==> src/design/aabb_frustum_cull_test_assert.svh <==
// Assertion macros used by the frustum cull plane cell.
// Each macro expects signals named clk and rst_n in the scope where it is used.
`ifndef AABB_FRUSTUM_CULL_TEST_ASSERT_SVH
`define AABB_FRUSTUM_CULL_TEST_ASSERT_SVH

// The consequent must hold in the same cycle as the antecedent.
`define AFC_ASSERT_IMP(label, cond, prop) \
    label: assert property (@(posedge clk) disable iff (!rst_n) (cond) |-> (prop)) \
        else $error("frustum cull assertion failed");

// The consequent must hold in the cycle after the antecedent.
`define AFC_ASSERT_NEXT(label, cond, prop) \
    label: assert property (@(posedge clk) disable iff (!rst_n) (cond) |=> (prop)) \
        else $error("frustum cull assertion failed");

`endif

==> src/design/afc_pkg.sv <==
// Shared types and constants for the axis-aligned box frustum cull test.
// No dependencies; used by afc_plane_cell and aabb_frustum_cull_test.
`default_nettype none

package afc_pkg;

    // Plane register packing: a, b, c signed coefficients, then d in map units.
    localparam int COEF_BITS   = 14;
    localparam int D_BITS      = 22;
    localparam int PLANE_W     = 64;
    localparam int PLANE_COUNT = 6;
    localparam int REG_IDX_W   = 3;

    localparam int DEF_COORD_BITS     = 20;
    localparam int DEF_COEF_FRAC_BITS = 12;

    // Positions of the corner coordinates in the box bundle passed down the chain.
    localparam int BOX_FIELDS = 6;
    localparam int BOX_MIN_X  = 0;
    localparam int BOX_MIN_Y  = 1;
    localparam int BOX_MIN_Z  = 2;
    localparam int BOX_MAX_X  = 3;
    localparam int BOX_MAX_Y  = 4;
    localparam int BOX_MAX_Z  = 5;

    typedef enum logic [REG_IDX_W-1:0] {
        REG_PLANE_LEFT   = 3'd0,
        REG_PLANE_RIGHT  = 3'd1,
        REG_PLANE_TOP    = 3'd2,
        REG_PLANE_BOTTOM = 3'd3,
        REG_PLANE_NEAR   = 3'd4,
        REG_PLANE_FAR    = 3'd5
    } afc_reg_t;

    // Control handed from one plane cell to the next.
    typedef struct packed {
        logic valid;
        logic visible;
    } afc_ctl_t;

endpackage

`default_nettype wire

==> src/design/afc_plane_cell.sv <==
// One plane cell of the frustum cull chain: holds one plane register and tests
// the passing box against it in two register stages. Depends on afc_pkg.
`default_nettype none
`include "aabb_frustum_cull_test_assert.svh"

module afc_plane_cell #(
    parameter int COORD_BITS     = afc_pkg::DEF_COORD_BITS,
    parameter int COEF_FRAC_BITS = afc_pkg::DEF_COEF_FRAC_BITS
) (
    input  logic                                           clk,
    input  logic                                           rst_n,
    input  logic                                           plane_we,
    input  logic [afc_pkg::PLANE_W-1:0]                    plane_data,
    input  afc_pkg::afc_ctl_t                              ctl_in,
    input  logic [afc_pkg::BOX_FIELDS-1:0][COORD_BITS-1:0] box_in,
    output afc_pkg::afc_ctl_t                              ctl_out,
    output logic [afc_pkg::BOX_FIELDS-1:0][COORD_BITS-1:0] box_out
);
    import afc_pkg::*;

    localparam int PROD_W  = COEF_BITS + COORD_BITS;
    localparam int DSCL_W  = D_BITS + COEF_FRAC_BITS;
    localparam int SUM_W   = ((PROD_W > DSCL_W) ? PROD_W : DSCL_W) + 2;

    logic [PLANE_W-1:0] plane_reg;

    afc_ctl_t ctl_s1_reg;
    afc_ctl_t ctl_s1_next;
    afc_ctl_t ctl_s2_reg;
    afc_ctl_t ctl_s2_next;

    logic [BOX_FIELDS-1:0][COORD_BITS-1:0] box_s1_reg;
    logic [BOX_FIELDS-1:0][COORD_BITS-1:0] box_s2_reg;

    logic signed [PROD_W-1:0] prod_reg  [3];
    logic signed [PROD_W-1:0] prod_next [3];

    logic signed [COEF_BITS-1:0]  coef [3];
    logic signed [COORD_BITS-1:0] lo   [3];
    logic signed [COORD_BITS-1:0] hi   [3];
    logic signed [COORD_BITS-1:0] pick [3];

    logic signed [D_BITS-1:0] d_coef;
    logic signed [SUM_W-1:0]  d_scaled;
    logic signed [SUM_W-1:0]  sum_s2;
    logic                     above;

    always_ff @(posedge clk or negedge rst_n)
    begin
        if (!rst_n)
        begin
            plane_reg  <= '0;
            ctl_s1_reg <= '0;
            ctl_s2_reg <= '0;
        end
        else
        begin
            if (plane_we)
            begin
                plane_reg <= plane_data;
            end
            ctl_s1_reg <= ctl_s1_next;
            ctl_s2_reg <= ctl_s2_next;
        end
    end

    always_ff @(posedge clk)
    begin
        box_s1_reg <= box_in;
        box_s2_reg <= box_s1_reg;
        for (int i = 0; i < 3; i++)
        begin
            prod_reg[i] <= prod_next[i];
        end
    end

    // Stage 1: per axis, the corner coordinate that maximizes the term is the
    // larger one for a non-negative coefficient and the smaller one otherwise.
    always_comb
    begin
        coef[0] = plane_reg[COEF_BITS-1:0];
        coef[1] = plane_reg[2*COEF_BITS-1:COEF_BITS];
        coef[2] = plane_reg[3*COEF_BITS-1:2*COEF_BITS];
        lo[0]   = box_in[BOX_MIN_X];
        lo[1]   = box_in[BOX_MIN_Y];
        lo[2]   = box_in[BOX_MIN_Z];
        hi[0]   = box_in[BOX_MAX_X];
        hi[1]   = box_in[BOX_MAX_Y];
        hi[2]   = box_in[BOX_MAX_Z];
        for (int i = 0; i < 3; i++)
        begin
            if (coef[i][COEF_BITS-1])
            begin
                pick[i] = (lo[i] < hi[i]) ? lo[i] : hi[i];
            end
            else
            begin
                pick[i] = (lo[i] < hi[i]) ? hi[i] : lo[i];
            end
            prod_next[i] = PROD_W'(coef[i]) * PROD_W'(pick[i]);
        end
        ctl_s1_next = ctl_in;
    end

    // Stage 2: the largest plane value over all corners, compared against zero.
    always_comb
    begin
        d_coef   = plane_reg[PLANE_W-1:3*COEF_BITS];
        d_scaled = SUM_W'(d_coef) <<< COEF_FRAC_BITS;
        sum_s2   = SUM_W'(prod_reg[0]) + SUM_W'(prod_reg[1]) + SUM_W'(prod_reg[2])
                 + d_scaled;
        above    = !sum_s2[SUM_W-1] && (sum_s2 != '0);
        ctl_s2_next.valid   = ctl_s1_reg.valid;
        ctl_s2_next.visible = ctl_s1_reg.visible & above;
    end

    assign ctl_out = ctl_s2_reg;
    assign box_out = box_s2_reg;

    `AFC_ASSERT_NEXT(a_valid_into_s1, ctl_in.valid, ctl_s1_reg.valid)
    `AFC_ASSERT_NEXT(a_bubble_into_s1, !ctl_in.valid, !ctl_s1_reg.valid)
    `AFC_ASSERT_NEXT(a_valid_into_s2, ctl_s1_reg.valid, ctl_s2_reg.valid)
    `AFC_ASSERT_NEXT(a_reject_sticks, ctl_s1_reg.valid && !ctl_s1_reg.visible,
                     !ctl_s2_reg.visible)

endmodule

`default_nettype wire

==> config.mk <==
export PLATFORM = sky130hd
export DESIGN_NAME = afc_plane_cell
export DESIGN_NICKNAME = d
export VERILOG_FILES = /design/src/design/afc_pkg.sv /design/src/design/afc_plane_cell.sv
export VERILOG_INCLUDE_DIRS = /design/src /design/src/design
export SDC_FILE = /design/constraint.sdc
export NUM_CORES = 2
export LEC_CHECK = 0
export BUFFER_PORTS_ARGS = -buffer_cell sky130_fd_sc_hd__clkbuf_2
export CELL_PAD_IN_SITES_DETAIL_PLACEMENT = 1
export CELL_PAD_IN_SITES_GLOBAL_PLACEMENT = 1
export CORE_AREA = 2 2 309 311
export DETAILED_ROUTE_END_ITERATION = 10
export DIE_AREA = 0 0 311 313
export GPL_TIMING_DRIVEN = 0
export PLACE_DENSITY_LB_ADDON = 0.1
export SYNTH_ARGS = -nofsm -noshare
export SYNTH_HDL_FRONTEND = slang
export SYNTH_SLANG_ARGS = --single-unit
==> constraint.sdc <==
create_clock -name clk -period 14.9 [get_ports clk]
set_clock_uncertainty 0.05 [all_clocks]
set_input_delay 1.49 -clock clk [delete_from_list [all_inputs] [get_ports clk]]
set_output_delay 1.49 -clock clk [all_outputs]
set_load 0.005 [all_outputs]
After elaboration in Yosys (flattened, before gate mapping)
Memories as Yosys holds them, arrays and structs flattened.
Index checks and enable logic that the tools add are counted.
{"block": "word_totals", "output_inout_bits": 122, "mem_bits_rw": 102, "register_bits": 308, "mem_count": 1, "elab_cells": 40, "latchBits": 0, "rom_bits": 0}
{"block": "classes", "n_mul": 3, "magnitude_cmp": 3, "n_eq_ne": 0, "n_shift": 0, "reduce_logical": 3, "mux": 9, "n_bitwise": 1, "n_div": 0, "addsub": 3}
{"memory": "prod_reg", "words": 3, "word_bits": 34, "rd": 3, "rd_ports_with_merged_regs": 0, "wr": 3, "line_no": "afc_plane_cell.sv:35", "text": "logic signed [PROD_W-1:0] prod_reg [3];"}
{"cell": "$mux W20", "count": 9}
{"cell": "$mul A14 B20 Y34", "count": 3}
{"cell": "$lt A20 B20 Y1", "count": 3}
{"cell": "$add A35 B34 Y36", "count": 1}
{"cell": "$add A36 B34 Y36", "count": 1}
{"cell": "$reduce_bool A36 Y1", "count": 1}
{"cell": "$add A34 B34 Y35", "count": 1}
{"cell": "$and A1 B1 Y1", "count": 1}
{"cell": "$logic_and A1 B1 Y1", "count": 1}
{"cell": "$logic_not A1 Y1", "count": 1}

Depth between registers and ports, before layout
An unclocked memory read counts as a cell.
{"block": "depth", "ltp_word": 7, "mapped_depth": 35, "depth_no_buf": 33}

Worst setup path before layout
No wires, ideal clock.
{"block": "synth_timing", "path_type": "input port to flip-flop", "start": "input port box_in[89] (netlist bit)", "end": "memory prod_reg[0][65] (netlist bit)", "n_path_buf": 3, "path_stages": 33, "setup_time_ns": 0.106, "arrival_ns": 9.595, "setup_slack_ns": 5.149, "path_cell_list": "clkbuf_1 > inv_1 > ha_1 > a21o_1 > a21o_1 > a221oi_1 > o21ai_1 > a41o_1 > o31a_1 > xnor2_1 > clkbuf_1 > buf_2 > mux2i_1 > fa_1 > inv_1 > fa_1 > inv_1 > fa_1 > fa_1 > fa_1 > inv_1 > fa_1 > inv_1 > ha_1 > a2111oi_0 > inv_1 > o2111ai_1 > o211a_1 > o21ai_1 > a41o_1 > o31ai_1 > or4b_1 > o311ai_0"}
{"item": "start: declaration", "line_no": "afc_plane_cell.sv:15", "text": "input logic [afc_pkg::BOX_FIELDS-1:0][COORD_BITS-1:0] box_in,"}
{"item": "end: declaration", "line_no": "afc_plane_cell.sv:35"}

==> results.cfg <==
[run_status]
outcome = completed

[worst_setup_path]
crit_type = input pin to register
r2r-start = plane_reg[13]$_DFFE_PN0P_
r2r_cells = 28
endpoint_kind = register
rrSetupSlack_ns = 5.07
cp_max_fo = 10
cp.required_ns = 15.27
critPathMaxStageDelay_ns = 1.01
worst_ep_arrival_time_ns = 12.89
cp-start-kind = input pin
critPathSlowestCell = a21boi_0
worstReg2RegEnd = prod_reg[0][30]$_DFF_P_

[timing]
max_freq_mhz = 79.9
slew_viol_final = 0
finalSetupTns_ns = 0
final.period_utilization_pct = 84.0
post-route-min-period_ns = 12.52
slew_headroom_pct = 16.6
hold_violations = 0
rsz0062_at_grt = false
setup_viol = 0
hold_slack_ns = 0.275
max_slew.worst_pin.slew_ns = 1.24
timing.final.ws_setup_ns = 2.38

[placed_design]
numPortBuffers = 309
gp_congestion = 0.962
place.detailed.hpwl_mm = 144
pre_cts_slack_ns = 1.95

[finish]
multi_input_area_um2 = 37100
mostFrequentLayoutCell = inv_1
syn_to_final_growth_pct = 9.49
layout_common_cells = 1001 x inv_1, 859 x fa_1, 676 x nand2_1
nets = 7075
nFillCells = 10900
seqCellArea_um2 = 8550
fin_util_pct = 58.7
drive_above_1_share_pct = 11.5

[logic_synthesis]
yosys-top-cells-area = fa_1 34%, dfxtp_1 14%, ha_1 8.4%, inv_1 7.4%, nand2_1 5.0%
yosysTopAreaCell = fa_1
synth_seq_cells = 410
ys.flop_type = dfxtp_1
ys_types = 81
syn_inst = 5331
avgSynthCellArea_um2 = 9.46
syn-cell-area_um2 = 50400
ys_seq_area_share_pct = 16.9
async_flop_share_pct = 16.6
synth_fp_nets = 6717
synth_edf_count = 0
yosys.area.top_type_share_pct = 34.1
ys_warn_count = 0

[die]
die_x_um = 311
io_pins = 311
num_rows = 113
coreArea_um2 = 94200
start_util_pct = 53.6
fp.dieH_um = 313
dieArea_um2 = 97300

[clocking]
postCtsSetupRepairBufs = 0
cts_tree = done
clock_latency_ns = 0.66
cts-resized-gates = 0
cts.path.max_buffers = 3
numCtsBuffers = 46
htree_levels = 2
hold_buffers = 0
clk_pin_slew_ns = 0.06
clock_sinks = 410
root_buffer = clkbuf_16

[detailed_routing]
first_pass_iters = 5
drc = 0
vias_per_cell = 5.78
drt-initial-drc-count = 3020
via_count = 40400
drt-total-wl_mm = 173
antenna_left = 0
route.detailed.wl_per_inst_um = 24.7

[worst_hold_path]
hold_start = box_s1_reg[5]$_DFF_P_
min_path_cells = 0
hold_end = box_out[5]$_DFF_P_
min_path_type = register to register

[global_routing]
gr-usage-all-layers_pct = 36.2
grt_antenna_before_repair = 5
grt_overflow = 0
grt_pass1_wl_mm = 268
grt_pass1_vias = 44700
grt_max_degree = 38

[flow_run]
drv_cap = 0
[logic make-up (layout without fill, tap and decap cells)]
kind of cell	Yosys count	in the layout	share of synthesized area, %
AO/OA/AOI/OAI	808	808	10.8
XOR/XNOR	123	123	2.14
adder cells (fa/ha/maj)	1197	1197	42.5
buffers and inverters	1270	1666	9.56
flip-flops	410	410	16.9
multiplexers	354	354	7.48
other	0	1	0
AND/OR/NAND/NOR	1169	1169	10.6
[worst max-delay path by stage]
stage                     startpoint                      end  slack, ns  depth (start not counted)
after floorplan           box_in[89]  prod_reg[0][65]$_DFF_P_       5.15                         33
after global placement    box_in[85]  prod_reg[0][63]$_DFF_P_       2.04                         33
after detailed placement  box_in[85]  prod_reg[0][63]$_DFF_P_       1.95                         33
after CTS                 box_in[85]  prod_reg[0][63]$_DFF_P_       2.63                         33
after global routing      box_in[85]  prod_reg[0][63]$_DFF_P_       2.01                         35
final                     box_in[85]  prod_reg[0][63]$_DFF_P_       2.38                         33
[Yosys cell counts, types with 6 or more instances]
cell / count
a2111oi_0: 7
a211o_1: 8
a211oi_1: 33
a21bo_2: 12
a21boi_0: 126
a21o_1: 63
a21oi_1: 118
a31oi_1: 13
and2_1: 160
and3_1: 19
and4_1: 10
buf_2: 44
clkbuf_1: 223
dfrtp_1: 68
dfxtp_1: 342
fa_1: 859
ha_1: 338
inv_1: 1001
mux2_2: 185
mux2i_1: 169
nand2_1: 676
nand2b_1: 30
nand3_1: 49
nand4_1: 16
nor2_1: 86
nor2b_1: 32
nor3_1: 40
nor4_1: 6
o2111ai_1: 7
o211ai_1: 21
o21a_1: 77
o21ai_0: 209
o21ai_1: 16
o21bai_1: 12
o221ai_1: 6
o311a_1: 13
o31ai_1: 7
or2_2: 7
or3_1: 14
or4_1: 6
xnor2_1: 94
xor2_1: 29
[per-layer routing]
metal | routed length, µm | GRT usage (%) | vias to the layer above
met5 | 13 | 0 | -
met4 | 6850 | 13.3 | 2
met3 | 13400 | 7.20 | 371
met1 | 72500 | 48.6 | 20900
li1 | - | - | 17600
met2 | 80000 | 58.3 | 1549
[critical path: cells and delay by family]
kind                       cells  cell delay (ns)
AOI/OAI and AO/OA             13             4.90
buffers and inverters         10             2.35
muxes                          1             0.18
xor gates and xnor gates       1             0.37
adders and majority gates      8             3.58
[final cells by class]
cell class / count / share of cell area, %
clock inverter: 29 / 0.666
timing repair buffer: 310 / 2.85
multi-input combinational: 3651 / 67.1
clock buffer: 57 / 2.27
tap: 1265 / 2.87
sequential: 410 / 15.5
antenna: 1 / 0.00453
inverter: 1002 / 6.81
buffer: 268 / 1.93
[metrics by stage]
stage / std cells / cell area [µm²]
after floorplan: 5331 / 50400
after global placement: 6905 / 53600
after detailed placement: 6906 / 53600
after CTS: 6992 / 55200
after global routing: 6992 / 55200
final: 6993 / 55200
Power is not shown: default switching activity piles up to over one toggle a cycle in this logic, so the estimate is an artifact.
